File: config.mk
export PLATFORM = sky130hd
export DESIGN_NAME = sms_ratio
export DESIGN_NICKNAME = d
export VERILOG_FILES = /design/src/rtl/sms_pkg.sv /design/src/rtl/sms_ratio.sv
export VERILOG_INCLUDE_DIRS = /design/src /design/src/rtl
export SDC_FILE = /design/constraint.sdc
export NUM_CORES = 1
export LEC_CHECK = 0
export ABC_AREA = 1
export BUFFER_PORTS_ARGS = -buffer_cell sky130_fd_sc_hd__buf_4
export CORE_MARGIN = 4
export CORE_UTILIZATION = 65
export CTS_CLUSTER_DIAMETER = 80
export DETAILED_ROUTE_END_ITERATION = 12
export PLACE_DENSITY_LB_ADDON = 0.1
export SETUP_SLACK_MARGIN = 0.05
export SKIP_LAST_GASP = 1
export SLEW_MARGIN = 20
export SYNTH_ARGS = -nofsm -noshare
export SYNTH_HDL_FRONTEND = slang
export SYNTH_SLANG_ARGS = --single-unit
File: constraint.sdc
create_clock -name i_clk -period 7.2 [get_ports i_clk]
set_input_delay 1.44 -clock i_clk [delete_from_list [all_inputs] [get_ports i_clk]]
set_output_delay 1.44 -clock i_clk [all_outputs]
set_load 0.02 [all_outputs]
File: src/rtl/assert_macros.svh
// ----------------------------------------------------------------------------
// assert_macros.svh
// Assertion macros shared by the coverage statistics RTL.
// ----------------------------------------------------------------------------
`ifndef ASSERT_MACROS_SVH
`define ASSERT_MACROS_SVH

// Clocked implication check, disabled while the synchronous reset is active.
`define SMS_ASSERT(LBL, CLK, RST_N, PROP, MSG) \
    LBL: assert property (@(posedge CLK) disable iff (!RST_N) PROP) \
        else $error(MSG);

// Clocked check that a condition holds at every edge outside reset.
`define SMS_ASSERT_HI(LBL, CLK, RST_N, COND, MSG) \
    LBL: assert property (@(posedge CLK) disable iff (!RST_N) (COND)) \
        else $error(MSG);

`endif

File: src/rtl/sms_pkg.sv
// ----------------------------------------------------------------------------
// sms_pkg
// Shared constants, types and register indexes of the coverage statistics.
// ----------------------------------------------------------------------------
`timescale 1ns / 1ps

package sms_pkg;

    localparam int MAX_SAMPLES = 32;
    // Number of counter cells; the sample fields carry at most 32 samples.
    localparam int NCELL       = (MAX_SAMPLES < 32) ? MAX_SAMPLES : 32;
    localparam int PCNT_W      = $clog2(NCELL + 1);

    localparam int TOT_W       = 6;
    localparam int W_W         = 17;
    localparam int BITS_W      = 32;
    localparam int CNT_W       = 32;
    localparam int REAL_W      = 32;
    localparam int WLEN_W      = 48;
    localparam int ACC_W       = 40;
    localparam int DELTA_W     = 8;
    localparam int IDX_W       = 5;
    localparam int RATIO_W     = 17;
    localparam int DIV_STEPS   = 16;
    localparam int STEP_W      = $clog2(DIV_STEPS + 2);

    localparam logic [RATIO_W-1:0] Q16_ONE = 17'h10000;

    localparam int S_TDATA_W   = ((W_W + 2 * BITS_W + 7) / 8) * 8;
    localparam int M_TDATA_W   = ((IDX_W + CNT_W + REAL_W + WLEN_W + RATIO_W + 7) / 8) * 8;

    localparam int CFG_IDX_W   = 3;
    localparam int CFG_DATA_W  = 6;

    localparam logic [CFG_IDX_W-1:0] CFG_INCLUDE_UNKNOWN  = 3'd0;
    localparam logic [CFG_IDX_W-1:0] CFG_OUTGROUP_PRESENT = 3'd1;
    localparam logic [CFG_IDX_W-1:0] CFG_TOTAL_SAMPLES    = 3'd2;
    localparam logic [CFG_IDX_W-1:0] CFG_OUTGROUP_SAMPLES = 3'd3;
    localparam logic [CFG_IDX_W-1:0] CFG_MULTI_POPULATION = 3'd4;

    typedef enum logic [2:0] {
        S_RUN,
        S_WAIT,
        S_PREP,
        S_DIV,
        S_DRAIN
    } t_state;

    typedef struct packed {
        logic shift;
        logic clear;
    } t_cell_ctrl;

    typedef struct packed {
        logic             vld;
        logic             last;
        logic             cnt;
        logic [W_W-1:0]   weight;
        logic [NCELL-1:0] pres;
    } t_pos;

    typedef struct packed {
        logic             multi;
        logic [TOT_W-1:0] tot;
        logic [TOT_W-1:0] og;
        logic [TOT_W-1:0] ing;
    } t_geom;

endpackage

File: src/rtl/sms_ratio.sv
// ----------------------------------------------------------------------------
// sms_ratio
// Missing-over-pairs ratio in Q16 by a restoring divider, one bit a cycle.
// ----------------------------------------------------------------------------
`timescale 1ns / 1ps
`include "assert_macros.svh"

module sms_ratio (
    input  logic                         i_clk,
    input  logic                         i_rst_n,
    input  logic                         i_start,
    input  logic [sms_pkg::ACC_W-1:0]    i_missing,
    input  logic [sms_pkg::ACC_W-1:0]    i_pair,
    output logic                         o_done,
    output logic [sms_pkg::RATIO_W-1:0]  o_ratio
);
    import sms_pkg::*;

    localparam logic [STEP_W-1:0] STEP_DECIDE = STEP_W'(DIV_STEPS + 1);

    logic [STEP_W-1:0]    r_step;
    logic                 r_done;
    logic                 r_pz;
    logic                 r_neg_m;
    logic                 r_neg_p;
    logic [ACC_W-1:0]     r_mag_m;
    logic [ACC_W-1:0]     r_mag_p;
    logic [ACC_W-1:0]     r_rem;
    logic [DIV_STEPS-1:0] r_quo;
    logic [RATIO_W-1:0]   r_ratio;

    logic [ACC_W-1:0]     w_mag_m;
    logic [ACC_W-1:0]     w_mag_p;
    logic                 w_early;
    logic [ACC_W:0]       w_rem2;
    logic                 w_ge;

    // Magnitudes of the two's complement totals; the most negative value
    // still fits as an unsigned magnitude.
    assign w_mag_m = i_missing[ACC_W-1] ? (~i_missing + ACC_W'(1)) : i_missing;
    assign w_mag_p = i_pair[ACC_W-1] ? (~i_pair + ACC_W'(1)) : i_pair;

    // Zero pairs, zero or opposite-sign quotient, or a quotient of one or
    // more all settle without iterating.
    assign w_early = r_pz || (r_mag_m == '0) || (r_neg_m != r_neg_p) || (r_mag_m >= r_mag_p);

    // The remainder stays below the divisor, so it fits in ACC_W bits.
    assign w_rem2 = {r_rem, 1'b0};
    assign w_ge   = (w_rem2 >= {1'b0, r_mag_p});

    always_ff @(posedge i_clk) begin
        if (!i_rst_n) begin
            r_step <= '0;
            r_done <= 1'b0;
        end else begin
            r_done <= 1'b0;
            if (i_start) begin
                r_step <= STEP_DECIDE;
            end else if (r_step == STEP_DECIDE) begin
                if (w_early) begin
                    r_step <= '0;
                    r_done <= 1'b1;
                end else begin
                    r_step <= STEP_W'(DIV_STEPS);
                end
            end else if (r_step != '0) begin
                r_step <= r_step - STEP_W'(1);
                if (r_step == STEP_W'(1)) begin
                    r_done <= 1'b1;
                end
            end
        end
    end

    always_ff @(posedge i_clk) begin
        if (i_start) begin
            r_pz    <= (i_pair == '0);
            r_neg_m <= i_missing[ACC_W-1];
            r_neg_p <= i_pair[ACC_W-1];
            r_mag_m <= w_mag_m;
            r_mag_p <= w_mag_p;
        end else if (r_step == STEP_DECIDE) begin
            r_rem <= r_mag_m;
            r_quo <= '0;
            if (r_pz) begin
                r_ratio <= Q16_ONE;
            end else if ((r_mag_m == '0) || (r_neg_m != r_neg_p)) begin
                r_ratio <= '0;
            end else begin
                r_ratio <= Q16_ONE;
            end
        end else if (r_step != '0) begin
            r_rem <= w_ge ? ACC_W'(w_rem2 - {1'b0, r_mag_p}) : w_rem2[ACC_W-1:0];
            r_quo <= {r_quo[DIV_STEPS-2:0], w_ge};
            if (r_step == STEP_W'(1)) begin
                r_ratio <= RATIO_W'({r_quo[DIV_STEPS-2:0], w_ge});
            end
        end
    end

    assign o_done  = r_done;
    assign o_ratio = r_ratio;

    `SMS_ASSERT(a_ratio_range, i_clk, i_rst_n, o_done |-> (o_ratio <= Q16_ONE), "ratio above 1.0")

endmodule

==> results of run 1 <==
worst reg2reg max path, stage by stage, from the launching register on:
cell      delay [ns]
edfxtp_1        0.37
inv_1           0.16
ha_1            0.34
nand2_1         0.19
nor2_1          0.09
nand2_1         0.11
a21oi_1         0.09
nor3_4          0.75
nand2_8         0.38
nand2_2         0.37
nand2_1         0.10
nand2_1         0.08
nand2_1         0.06
cells in the mapped netlist, types with 7 or more instances:
library cell / instances
xor2_1: 50
nor3_1: 37
o21a_1: 7
edfxtp_1: 155
nand3_1: 72
clkbuf_1: 15
o21ai_1: 25
o21ai_0: 52
nand2_1: 439
xnor2_1: 48
inv_1: 195
ha_1: 84
nor2_1: 179
nand4_1: 28
a21oi_1: 68
nor4_1: 10
nand3b_1: 16
per-layer routing:
layer	vias to the layer above	part of all wire	wire length [um]
li1	5314	-	-
met1	4967	0.42	13800
met2	540	0.45	14800
met3	65	0.10	3290
met4	0	0.026	845
met5	-	0	0
flip-flops by register name, indices dropped and copies added (netlist names):
register	flops
r_mag_m	40
r_mag_p	40
r_rem	40
o_ratio	17
r_quo	15
r_step	5
o_done	1
r_neg_m	1
r_neg_p	1
r_pz	1
where the power goes:
group	switching (mW)	leakage (nW)	internal (mW)
clock	0.384	0.295	0.554
sequential	0.112	1.54	1.35
combinational	1.57	4.33	0.824
total	2.07	6.17	2.73
final timing paths:
check	slack [ns]	depth (start not counted)	to	from
setup / recovery	3.87	12	r_rem[33]	r_mag_p[33]
hold / removal	0.52	2	r_step[1]	r_step[1]
setup reg to reg	3.87	12	r_rem[33]	r_mag_p[33]
hold reg to reg	0.52	2	r_step[1]	r_step[1]
through the flow:
step                instance area [um2]  worst slack (ns)  hold WS [ns]  std cells
floorplan                         12000              4.10         0.481       1552
global placement                  12900              3.72         0.483       1858
detailed placement                12900              3.64         0.508       1858
CTS                               13500              3.95         0.514       1890
global route                      13500              3.67         0.567       1890
finish                            13500              3.87         0.516       1890
kinds of logic (layout without fill, tap and decap cells):
| logic type | count (synthesis) | count (layout) | share of synthesized area |
|---|---|---|---|
| AO/OA/AOI/OAI | 176 | 176 | 0.0804 |
| XOR/XNOR | 98 | 98 | 0.0716 |
| adder cells (fa/ha/maj) | 85 | 85 | 0.0893 |
| buffers and inverters | 224 | 333 | 0.0731 |
| flip-flops | 161 | 161 | 0.398 |
| AND/OR/NAND/NOR | 808 | 808 | 0.287 |
final cells by class:
cell class                 instances  share of cell area
sequential                       161               0.353
tap                              229              0.0212
timing repair buffer             103              0.0572
clock inverter                    13              0.0129
multi-input combinational       1167               0.469
clock buffer                      19              0.0320
inverter                         198              0.0550
==> results.cfg, run 1 <==
[logic_synthesis]
synth_ff_type = edfxtp_1
syn_nets = 1720
yosys_warnings = 0
ys_types = 46
syn_area_um2 = 12000
synth_cells = 1552
yosys-top-cells-area = edfxtp_1 39%, nand2_1 14%, ha_1 8.8%, inv_1 6.1%, nor2_1 5.6%
syn_avg_cell_area_um2 = 7.73
synth_top_area_cell = edfxtp_1
synth_edf_count = 155
yosys_register_bits = 161
synth_top_area_frac = 0.388
synth-seq-area-share = 0.398
async_flop_share = 0

[sta]
tightest_slew_ns = 1.04
fmax_ghz = 0.300
slew_viol_final = 0
finalHoldViolations = 0
period_needed_ns = 3.33
grt_setup_unrepaired = false
slew_headroom = 0.307
fin_crit_sh = 0.463
fin_setup_tns_ns = 0
setup_viol = 0
skew_ns = 0.0113

[grt]
met2_usage = 0.514
grt.overflow.total = 0
antenna_found_initial = 0
grt_first_pass_wirelength_um = 51400
use_met1 = 0.450
grtUsageMet3 = 0.0576
grtUsageTotal = 0.322
grt_pass1_vias = 10300
grt_max_degree = 85
grt.busiest_layer = met2

[setup_path]
cpLargestDelayFamily = simple AND/OR/NAND/NOR gates
required_ns = 7.38
path_class = reg2reg
critical_path.cell_chain = inv_1 -> ha_1 -> nand2_1 -> nor2_1 -> nand2_1 -> a21oi_1 -> nor3_4 -> nand2_8 -> nand2_2 -> nand2_1 -> nand2_1 -> nand2_1
path_max_fanout = 53
worstPathArrival_ns = 3.52
end_kind = flip-flop
cp_slowest_cell = nor3_4
path_buf_inv = 1
crit_top_cell = nand2_1
startpoint_type = flip-flop
slowest_delay_ns = 0.75

[power_and_ir_drop]
p_leak_nw = 6.17
p_total_mw = 4.79
ir_worst_vdd_mv = 0.293
power_density_nw_per_um2 = 354

[drt]
drtIter0Drc = 1131
dr.pass1.iters = 6
via_count = 10900
wl_um = 32700
drcViolationCount = 0
wl_per_cell_um = 17.3
avgViaCountPerCell = 5.76
ant_nets = 0

[finish]
syn_to_final_growth_pct = 12.8
post-route-util = 0.751
final_nets = 1816
multi_input_area_um2 = 6340
drive_gt1_frac = 0.102
final_common_cell = nand2_1
fillers = 1398
antenna_cells = 0
final_cell_mix = 439 x nand2_1, 194 x inv_1, 178 x nor2_1, 155 x edfxtp_1, 103 x buf_4
seqCellArea_um2 = 4770

[die]
core_um2 = 18000
die_h_um = 144
io-pin-count = 101
num_rows = 49
start_util = 0.665
die-area_um2 = 20700
fp.dieW_um = 144

[clock_network]
cts_buffers = 17
cts_tree = yes
clock_latency_ns = 0.43
cts_resized = 0
htree_levels = 4
cts_max_path_buffers = 2
cts_sinks = 161
cts_root_buf = clkbuf_16
post_cts_buffers = 0
ctsHoldBuffers = 0
cts.clk_slew.worst_paths_ns = 0.07

[placement]
port_buffers = 100
hpwl_um = 26000
place.gp.congestion = 1.01

[worst_hold_path]
hold_path_class = reg2reg

[run_status]
outcome = finished clean

[run]
cap_viol_max_count = 0
(Power assumes the default switching activity.)
==> run 2, diff against run 1 <==
- ABC_AREA: 1 -> 0
- CORE_UTILIZATION: 65 -> 61
- clock period: 7.2 -> 3.3 ns (I/O delays scaled with it)
==> run 2 against run 1 <==
Against the previous run:
- register-to-register slack worse by 4.0 ns
- sequential share of layout area shrank 1.2 points
- synthesized area decreased by 11%
- die area is 4.4% lower
- cell area up 3.6%
- worst setup slack worse by 4.0 ns
- the run now ends with negative setup slack left
- sequential power rose by 120%
==> results.cfg, run 2 <==
[run_status]
outcome = complete, but fails checks
violations = negative setup slack

[logic_synthesis]
synth_top_area_frac = 0.434
yosys_register_bits = 161
syn_area_um2 = 10700
synth_top_area_cell = edfxtp_1
async_flop_share = 0
yosys-top-cells-area = edfxtp_1 43%, ha_1 9.8%, xnor2_1 8.3%, a21oi_1 3.9%, mux2i_1 2.7%
synth_most_common_cell = edfxtp_1
yosys_warnings = 0
synth_edf_count = 155
syn_avg_cell_area_um2 = 10.5
synth_commonest_cells = 155 x edfxtp_1, 102 x xnor2_1, 84 x ha_1
synth_ff_type = edfxtp_1
synth-seq-area-share = 0.445
syn_nets = 1187
ys_types = 64
synth_cells = 1019

[setup_path]
path_max_fanout = 6
required_ns = 3.49
r2r_cells = 13
end_kind = flip-flop
r2r-end = r_rem[35]
r2r-start = r_rem[0]
path_class = reg2reg
r2r_slack_ns = -0.17
worstPathArrival_ns = 3.66
startpoint_type = flip-flop

[grt]
grt.overflow.total = 0
grt_first_pass_wirelength_um = 45500
antenna_found_initial = 0
grt_max_degree = 66
grtUsageTotal = 0.293
grt_pass1_vias = 8850

[finish]
top_regs = r_mag_m x40, r_mag_p x40, r_rem x40
final_cells = 1513
final_nets = 1443
syn_to_final_growth_pct = 30.7
drive_gt1_frac = 0.298
final_cell_mix = 252 x buf_4, 155 x edfxtp_1, 102 x xnor2_1, 81 x ha_1, 76 x a21oi_1
final_common_cell = buf_4
post-route-util = 0.813
antenna_cells = 0

[sta]
skew_ns = 0.00864
fin_ws_ns = -0.170
tightest_slew_ns = 0.843
setup_viol = 40
fin_setup_tns_ns = -3.32
slew_viol_final = 0
grt_setup_unrepaired = true
period_needed_ns = 3.47
finalHoldViolations = 0
slew_headroom = 0.437
fin_crit_sh = 1.05
fmax_ghz = 0.288

[run]
cap_viol_max_count = 0

[worst_hold_path]
hold_start = i_rst_n
hold_path_class = in2reg
whs_path_depth = 2
hold_end = r_step[0]

[power_and_ir_drop]
swShare = 0.376
p_comb_frac = 0.540
ir_worst_vdd_mv = 0.527
pwr-share-clk = 0.167
p_leak_nw = 5.76
p_total_mw = 10.9
power.share.sequential = 0.292
power_density_nw_per_um2 = 776
power.switching_mw = 4.09
p_int_mw = 6.78

[drt]
wl_per_cell_um = 19.3
via_count = 9271
drcViolationCount = 0
ant_nets = 0
drtIter0Drc = 956
avgViaCountPerCell = 6.13
dr.pass1.iters = 6
wl_um = 29200

[die]
die_h_um = 141
die-area_um2 = 19800
core_um2 = 17200
start_util = 0.622
io-pin-count = 101
num_rows = 48
fp.dieW_um = 141

[clock_network]
cts_max_path_buffers = 2
cts_tree = yes
cts_buffers = 17
clock_latency_ns = 0.44
cts_root_buf = clkbuf_16
cts_sinks = 161
cts.clk_slew.worst_paths_ns = 0.07
htree_levels = 4

[placement]
hpwl_um = 20500
dpl_worst_slack_ns = -0.552
place.gp.congestion = 0.935
placed_cells = 1456
port_buffers = 100
## run 2: cell count changes after synthesis, sizes merged, moves of 26 or more
cell | previous run | this run
a21o | 5 | 31
inv | 198 | 57
mux2i | 0 | 29
nand2 | 446 | 53
nand3 | 72 | 12
nor2 | 186 | 63
nor3 | 43 | 12
o31ai | 3 | 30
xnor2 | 48 | 102
xor2 | 50 | 10
## run 2: per-layer routing
metal	part of all wire	routed length, um	GRT usage
met5	0	0	0
met4	0.032	928	0.111
met3	0.081	2360	0.0400
met2	0.46	13400	0.462
met1	0.43	12500	0.416
## run 2: worst max-delay path: stages (launching register included)
cell and delay (ns):
edfxtp_1 0.44, ha_4 0.30, nor2b_4 0.19, o2111ai_4 0.17, a2111oi_4 0.39, o21ai_2 0.14, or3b_4 0.28, a311oi_4 0.09
o21a_1 0.22, o31a_4 0.32, buf_6 0.14, buf_12 0.12, and3_1 0.15, a221o_1 0.25
## run 2: per-stage QoR
| step | hold WS [ns] | instance area [um2] |
|---|---|---|
| 2_1_floorplan | 0.483 | 10900 |
| 3_3_place_gp | 0.496 | 12900 |
| 3_5_place_dp | 0.512 | 12900 |
| 6_report | 0.468 | 14000 |
| 5_1_grt | 0.478 | 14000 |
| 4_1_cts | 0.458 | 13800 |
## run 2: final cells by class
| class | instances | area, um2 |
|---|---|---|
| Multi-Input combinational cell | 769 | 6050 |
| Sequential cell | 161 | 4770 |
| Clock inverter | 15 | 106 |
| Fill cell | 1038 | 3220 |
| Inverter | 57 | 214 |
| Clock buffer | 17 | 425 |
| Tap cell | 225 | 282 |
| Timing Repair Buffer | 269 | 2170 |
## run 2: worst max path at each step
stage              start     endpoint  slack [ns]  cells past startpoint
2_1_floorplan  i_pair[9]  r_mag_p[35]       -0.37                      8
5_1_grt         r_rem[0]    r_rem[35]       -0.26                     13
6_report        r_rem[0]    r_rem[35]       -0.17                     13
3_3_place_gp   i_pair[9]  r_mag_p[35]       -0.50                      9
4_1_cts         r_rem[0]    r_rem[35]       -0.13                     13
3_5_place_dp   i_pair[9]  r_mag_p[35]       -0.55                      9
## run 2: timing repair
| action | in CTS | in global routing |
|---|---|---|
| pin swaps | 25 | 11 |
| resized for setup | 47 | 25 |
| buffers inserted | 15 | 8 |
| hold buffers | 0 | 0 |
| cloned | 2 | 0 |
| endpoints found under the setup margin | 50 | 51 |
## run 2: kinds of logic after synthesis
group	after synthesis	share of synthesized area
simple gates	280	0.143
flops	161	0.445
buf+inv	89	0.0317
fa+ha+maj	85	0.0999
xor+xnor	112	0.0915
mux	29	0.0271
compound gates	263	0.162
## run 2: power by group through the flow
stage / logic [mW] / clock network [mW] / registers, mW
finish: 5.87 / 1.82 / 3.18
global route: 6.34 / 1.92 / 3.21
CTS: 5.46 / 1.82 / 3.15
detailed placement: 4.96 / 0 / 3.18
global placement: 4.83 / 0 / 3.16
floorplan: 3.28 / 0 / 3.10
==> run 3, diff against run 2 <==
- ABC_AREA: 0 -> 1
==> run 3 against run 2 <==
Against the previous run:
- the flow now finishes without violations
- worst hold slack worse by 0.041 ns
- worst setup slack better by 0.46 ns
- largest power group unchanged
- critical endpoint is now r_rem[36]
- first-iteration DRC count is 28% higher
- count of clock-buffer cells in the layout is 1 higher
==> results.cfg, run 3 (same netlist as run 1, synthesis figures left out) <==
[drt]
avgViaCountPerCell = 5.71
wl_um = 34200
wl_per_cell_um = 17.7
dr.pass1.iters = 6
drtIter0Drc = 1224
ant_nets = 0
via_count = 11000
drcViolationCount = 0

[clock_network]
cts_root_buf = clkbuf_16
cts_buffers = 17
cts.clk_slew.worst_paths_ns = 0.08
cts_resized = 0
post_cts_buffers = 0
ctsHoldBuffers = 0
cts_max_path_buffers = 2
cts_sinks = 161
htree_levels = 4
cts_tree = yes
clock_latency_ns = 0.44

[setup_path]
critical_path.cell_chain = ha_1 -> nand2_1 -> inv_1 -> nand2_1 -> nor3_1 -> nand4_1 -> nor2_2 -> nor3_4 -> nand2_8 -> buf_12 -> nand3_1 -> nand2_1 -> nand2_1
required_ns = 3.49
path_buf_inv = 2
slowest_delay_ns = 0.44
cp_slowest_cell = edfxtp_1
end_kind = flip-flop
crit_top_cell = nand2_1
cpLargestDelayFamily = simple AND/OR/NAND/NOR gates
path_max_fanout = 46
path_class = reg2reg
worstPathArrival_ns = 3.21
startpoint_type = flip-flop

[die]
num_rows = 51
die-area_um2 = 22000
start_util = 0.618
die_h_um = 148
core_um2 = 19400
fp.dieW_um = 148
io-pin-count = 101

[finish]
syn_to_final_growth_pct = 13.4
final_cell_mix = 439 x nand2_1, 194 x inv_1, 178 x nor2_1, 155 x edfxtp_1, 107 x buf_4
antenna_cells = 0
top_regs = r_mag_m x40, r_mag_p x40, r_rem x40
final_common_cell = nand2_1
drive_gt1_frac = 0.106
post-route-util = 0.701
final_nets = 1821

[sta]
fin_setup_tns_ns = 0
finalHoldViolations = 0
slew_viol_final = 0
skew_ns = 0.00965
setup_viol = 0
slew_headroom = 0.339
period_needed_ns = 3.01
holdWs_ns = 0.427
tightest_slew_ns = 0.992
fmax_ghz = 0.332
grt_setup_unrepaired = false
fin_crit_sh = 0.914

[placement]
hpwl_um = 27100
port_buffers = 100
place.gp.congestion = 1.00

[worst_hold_path]
hold_path_class = in2reg

[power_and_ir_drop]
ir_worst_vdd_mv = 0.511
p_leak_nw = 6.20
power_density_nw_per_um2 = 774

[grt]
antenna_found_initial = 0
grtUsageTotal = 0.313
grt_first_pass_wirelength_um = 53600
grt_max_degree = 84
grt.overflow.total = 0
grt_pass1_vias = 10600

[run_status]
outcome = finished clean

[run]
cap_viol_max_count = 0
[run 3: changes by cell type in the layout (fill, tap and decap cells not counted), moves of 54 or more]
cell and change:
inv_1 +142, nor2_1 +119, nand2_1 +389, nand3_1 +61, xnor2_1 -54, buf_4 -145
[run 3: layer usage]
layer  GRT usage  part of all wire
met5           0                 0
met4       0.101             0.026
met3      0.0536             0.091
met2       0.511              0.46
met1       0.429              0.42
[run 3: final timing paths]
path / from / endpoint / slack (ns) / cells after the start
setup / recovery: r_rem[34] / r_rem[36] / 0.29 / 13
hold / removal: i_missing[0] / r_mag_m[0] / 0.43 / 1
setup reg to reg: r_rem[34] / r_rem[36] / 0.29 / 13
hold reg to reg: r_quo[14] / o_ratio[15] / 0.52 / 2
[run 3: layout make-up]
class                   instances  area, um2
multi-input cells            1167       6340
flip-flops and latches        161       4770
inverters                     198        743
repair buffers                108        823
clock buffers                  18        450
well taps                     265        332
fillers                      1603       5800
clock inverters                14        131
[run 3: metrics by stage]
step | std cells | setup slack, ns | total power, mW | cell area (um2)
global route | 1931 | 0.183 | 11.2 | 13600
floorplan | 1552 | 0.869 | 6.95 | 12000
global placement | 1899 | 0.363 | 8.33 | 13000
CTS | 1931 | 0.370 | 10.4 | 13600
finish | 1931 | 0.285 | 10.5 | 13600
detailed placement | 1899 | 0.421 | 8.41 | 13000
[run 3: where the power goes]
group	switching, mW	total, mW	internal [mW]
combinational	3.49	5.34	1.85
sequential	0.254	3.20	2.94
clock	0.942	1.99	1.05
total	4.68	10.5	5.84
